File: src/rtl/psyn_pkg.sv
// ----------------------------------------------------------------------------
// psyn_pkg
// Shared types, constants and helpers of the plucked string voice.
// ----------------------------------------------------------------------------
package psyn_pkg;

   localparam int MAX_PERIOD = 1024;
   localparam int MIN_PERIOD = 8;
   localparam int ADDR_W     = $clog2(MAX_PERIOD);
   localparam int PER_W      = 11;
   localparam int SMP_W      = 16;
   localparam int COEF_W     = 16;
   localparam int OPND_W     = 18;
   localparam int PROD_W     = 2 * OPND_W;

   localparam logic [1:0] REG_PERIOD  = 2'd0;
   localparam logic [1:0] REG_TONE    = 2'd1;
   localparam logic [1:0] REG_DAMPING = 2'd2;

   localparam logic KIND_LOAD = 1'b0;
   localparam logic KIND_STEP = 1'b1;

   localparam logic [PER_W-1:0]  PERIOD_RESET  = PER_W'(100);
   localparam logic [COEF_W-1:0] TONE_RESET    = COEF_W'(27525);
   localparam logic [COEF_W-1:0] DAMPING_RESET = COEF_W'(65000);

   // control of the shared multiply-accumulate unit
   typedef struct packed {
      logic enable;
      logic accumulate;
   } mac_ctl_type;

   // clamp a 20-bit signed value to Q1.15
   function automatic logic signed [SMP_W-1:0] sat16(input logic signed [19:0] v);
      logic signed [19:0] hi;
      logic signed [19:0] lo;
      begin
         hi = 20'sd32767;
         lo = -20'sd32768;
         if (v > hi) begin
            sat16 = 16'sh7fff;
         end else if (v < lo) begin
            sat16 = 16'sh8000;
         end else begin
            sat16 = v[SMP_W-1:0];
         end
      end
   endfunction

endpackage

File: src/rtl/psyn_mac.sv
// ----------------------------------------------------------------------------
// psyn_mac
// Shared signed 18x18 multiplier with a product accumulator register.
// ----------------------------------------------------------------------------
module psyn_mac
   import psyn_pkg::*;
(
   input  logic                      clock,
   input  mac_ctl_type               ctl,
   input  logic signed [OPND_W-1:0]  opnd_a,
   input  logic signed [OPND_W-1:0]  opnd_b,
   output logic signed [PROD_W-1:0]  acc
);

   logic signed [PROD_W-1:0] acc_ff;
   logic signed [PROD_W-1:0] acc_in;
   logic signed [PROD_W-1:0] prod;

   assign prod   = opnd_a * opnd_b;
   assign acc_in = ctl.accumulate ? acc_ff + prod : prod;

   always_ff @(posedge clock) begin
      if (ctl.enable) begin
         acc_ff <= acc_in;
      end
   end

   assign acc = acc_ff;

endmodule

File: config.mk
export PLATFORM = sky130hd
export DESIGN_NAME = psyn_mac
export DESIGN_NICKNAME = d
export VERILOG_FILES = /design/src/rtl/psyn_pkg.sv /design/src/rtl/psyn_mac.sv
export SDC_FILE = /design/constraint.sdc
export NUM_CORES = 1
export LEC_CHECK = 0
export BUFFER_PORTS_ARGS = -buffer_cell sky130_fd_sc_hd__buf_2
export CORE_MARGIN = 5
export CORE_UTILIZATION = 70
export DETAILED_ROUTE_END_ITERATION = 16
export GPL_TIMING_DRIVEN = 1
export PLACE_DENSITY = 0.95
export SYNTH_ARGS = -nofsm -noshare
export SYNTH_HDL_FRONTEND = slang
export SYNTH_SLANG_ARGS = --single-unit
File: constraint.sdc
create_clock -name clock -period 12.2 [get_ports clock]
set_input_delay 1.22 -clock clock [delete_from_list [all_inputs] [get_ports clock]]
set_output_delay 1.22 -clock clock [all_outputs]
set_load 0.01 [all_outputs]
==> results.sh <==
export IMPL_die_y_um=158
export IMPL_grt_setup_unrepaired="no"
export IMPL_finalInstanceArea_mm2=0.0160
export IMPL_timing_final_setup_violations=0
export IMPL_max_slew_worst_pin_slew_ns=0.990
export IMPL_clk_pin_slew_worst_paths_ns=0.06
export IMPL_max_freq_mhz=111
export IMPL_drv_slew=0
export IMPL_critPathMaxFanout=18
export IMPL_drt_first_iter_violations=840
export IMPL_r2r_start="acc[0]"
export IMPL_final_setup_skew_ns=0.00683
export IMPL_netlist_cell_type_count=61
export IMPL_mostFrequentLayoutCell="sky130_fd_sc_hd__inv_1"
export IMPL_min_delay_path_depth=2
export IMPL_grt_pass1_vias=13300
export IMPL_detailedRoute_firstPassIterationCount=7
export IMPL_route_vias_total=11600
export IMPL_synthTopCellsByArea="sky130_fd_sc_hd__fa_1 43%, sky130_fd_sc_hd__ha_1 11%, sky130_fd_sc_hd__inv_1 9.6%"
export IMPL_detailed_place_hpwl_um=30200
export IMPL_drive_gt1_share_pct=7.62
export IMPL_global_route_usage_met2_pct=55.9
export IMPL_timing_max_slew_rel_slack_pct=34.0
export IMPL_critical_path_slowest_cell="sky130_fd_sc_hd__fa_1"
export IMPL_worstHoldStart="acc[0]"
export IMPL_largest_net_degree_at_the_start_of_global_routing=47
export IMPL_clock_tree_buffer_depth=2
export IMPL_maxCapViolations=0
export IMPL_cts_buffers_inserted=5
export IMPL_clock_period_minus_final_worst_setup_slack_ns=9.03
export IMPL_run_status="completed"
export IMPL_top_level_pins=75
export IMPL_post_route_period_util_pct=74.0
export IMPL_worst_r2r_cell_count=12
export IMPL_grt_most_used_layer="met2"
export IMPL_antenna_diode_count=0
export IMPL_place_ws_ns=2.99
export IMPL_die_area_mm2=0.0250
export IMPL_drcViolationCount=0
export IMPL_timing_critical_path_max_delay_family="adder cells"
export IMPL_synth_yosys_seq_area_share_pct=7.05
export IMPL_synthDominantCellAreaShare_pct=43.1
export IMPL_clock_latency_ns=0.29
export IMPL_syn_cell_area_mm2=0.0153
export IMPL_layout_area_overhead_vs_synth_pct=4.55
export IMPL_timing_critical_path_from="opnd_b[4]"
export IMPL_cts_tree="built"
export IMPL_antenna_found_initial=0
export IMPL_filler_cell_count=1409
export IMPL_net_count_final=2180
export IMPL_timing_critical_path_buf_inv=7
export IMPL_design_core_area_mm2=0.0217
export IMPL_die_w_um=158
export IMPL_leading_register_cell_type_out_of_synthesis="sky130_fd_sc_hd__edfxtp_1"
export IMPL_number_of_synthesized_flops_with_an_enable_pin=36
export IMPL_root_buffer="sky130_fd_sc_hd__clkbuf_16"
export IMPL_worst_slack_ns=3.17
export IMPL_cell_taking_the_most_area_after_synthesis="sky130_fd_sc_hd__fa_1"
export IMPL_post_place_instance_area_mm2=0.0159
export IMPL_met1_usage_pct=35.1
export IMPL_synth_ff_latch_count=36
export IMPL_synthesis_instances=1648
export IMPL_globalplace_congestion=0.938
export IMPL_placement_io_buffers=74
export IMPL_largest_register_ff_count=36
export IMPL_syn_mean_instance_area_um2=9.30
export IMPL_globalRouteTotalUtil_pct=30.7
export IMPL_timing_critical_path_required_ns=12.23
export IMPL_worst_setup_path_start_kind="input port"
export IMPL_grt_overflow_total=0
export IMPL_postCtsHoldBufs=0
export IMPL_cts_resized=0
export IMPL_routedWlPerCell_um=18.3
export IMPL_cts_htree_levels=2
export IMPL_hold_path_class="register to register"
export IMPL_reg2reg_setup_slack_ns=8.47
export IMPL_critical_path_endpoint_type="register"
export IMPL_timing_worst_setup_path_type="input port to register"
export IMPL_yosysWarnings=0
export IMPL_start_util_pct=70.7
export IMPL_grt_pass1_wl_um=61200
export IMPL_r2r_end="acc[24]"
export IMPL_synth_net_count=2149
export IMPL_commonest_cells_after_routing_fill_and_taps_aside="392 x sky130_fd_sc_hd__inv_1, 330 x sky130_fd_sc_hd__fa_1, 172 x sky130_fd_sc_hd__nand2_1"
export IMPL_totalWireLength_um=35900
export IMPL_worst_endpoint_arrival_ns=9.07
export IMPL_placementRows=54
export IMPL_groute_layer_met3_usage_pct=3.85
export IMPL_vias_per_cell=5.92
export IMPL_maximum_single_stage_delay_on_the_critical_path_ns=0.64
export IMPL_finalSetupTns_ns=0
export IMPL_cts_post_setup_buffers_inserted=0
export IMPL_hold_violations=0
export IMPL_hold_path_endpoint="acc[0]"
export IMPL_route_antenna_remaining_nets=0
export IMPL_cts_sink_count=36
export IMPL_synthArstFlopShare_pct=0
cell type report:
cell class | count | area (um^2) | share of cell area [%]
multi-input combinational | 1168 | 12600 | 78.5
inverter | 394 | 1480 | 9.23
sequential | 36 | 1080 | 6.75
timing repair buffer | 74 | 370 | 2.31
tap | 280 | 350 | 2.19
clock buffer | 6 | 129 | 0.804
clock inverter | 2 | 35.0 | 0.219
cells in the mapped netlist (all sizes together) (4+ instances only):
master and instances:
a31oi 7, fa 330, o21bai 9, a21oi 59, edfxtp 36, xnor2 50, nor3 8, nor2b 4
clkbuf 49, nor2 43, nand4 6, nand2b 10, and3 7, inv 394, nand3 7, mux2 28
a21o 39, and2 167, o21a 4, xor2 19, nand2 172, o31ai 4, or3 5, o21ai 22
ha 132, a211oi 5
stage by stage:
stage               utilization, %  hold slack, ns  cells
floorplan                        -           0.743   1648
global placement              73.1           0.734   1952
detailed placement            73.1           0.753   1952
CTS                           73.9           0.768   1960
global route                  73.9           0.778   1960
finish                        73.9           0.765   1960
tightest hold or removal path, delay by kind of cell, from the launching register on:
kind	cells	cell delay (ns)
mux	1	0.14
flops	1	0.38
fa+ha+maj	1	0.14
per-layer routing:
| metal | wire length [um] | part of all wire [%] | vias to the layer above |
|---|---|---|---|
| met5 | 0 | 0 | - |
| met4 | 2240 | 6.2 | 0 |
| met3 | 2250 | 6.3 | 174 |
| met2 | 19200 | 54 | 552 |
| met1 | 12200 | 34 | 5816 |
| li1 | - | - | 5062 |
cell families (layout without fill, tap and decap cells):
family | after synthesis | count (layout) | synth area share, %
flops | 36 | 36 | 7.05
xor+xnor | 69 | 69 | 3.94
compound gates | 172 | 172 | 7.78
fa+ha+maj | 462 | 462 | 53.9
simple gates | 437 | 437 | 14.4
mux | 28 | 28 | 2.06
buf+inv | 444 | 476 | 10.9
how the worst max path moves through the flow:
stage	to	slack [ns]	depth (start not counted)
floorplan	acc[35]	3.47	33
global placement	acc[35]	3.25	33
detailed placement	acc[35]	2.99	33
CTS	acc[35]	3.22	33
global route	acc[35]	2.78	33
finish	acc[35]	3.17	33
Power is left out: the tool's default activity adds up to more than one toggle a clock period on the data nets, which glitch-free logic cannot reach.
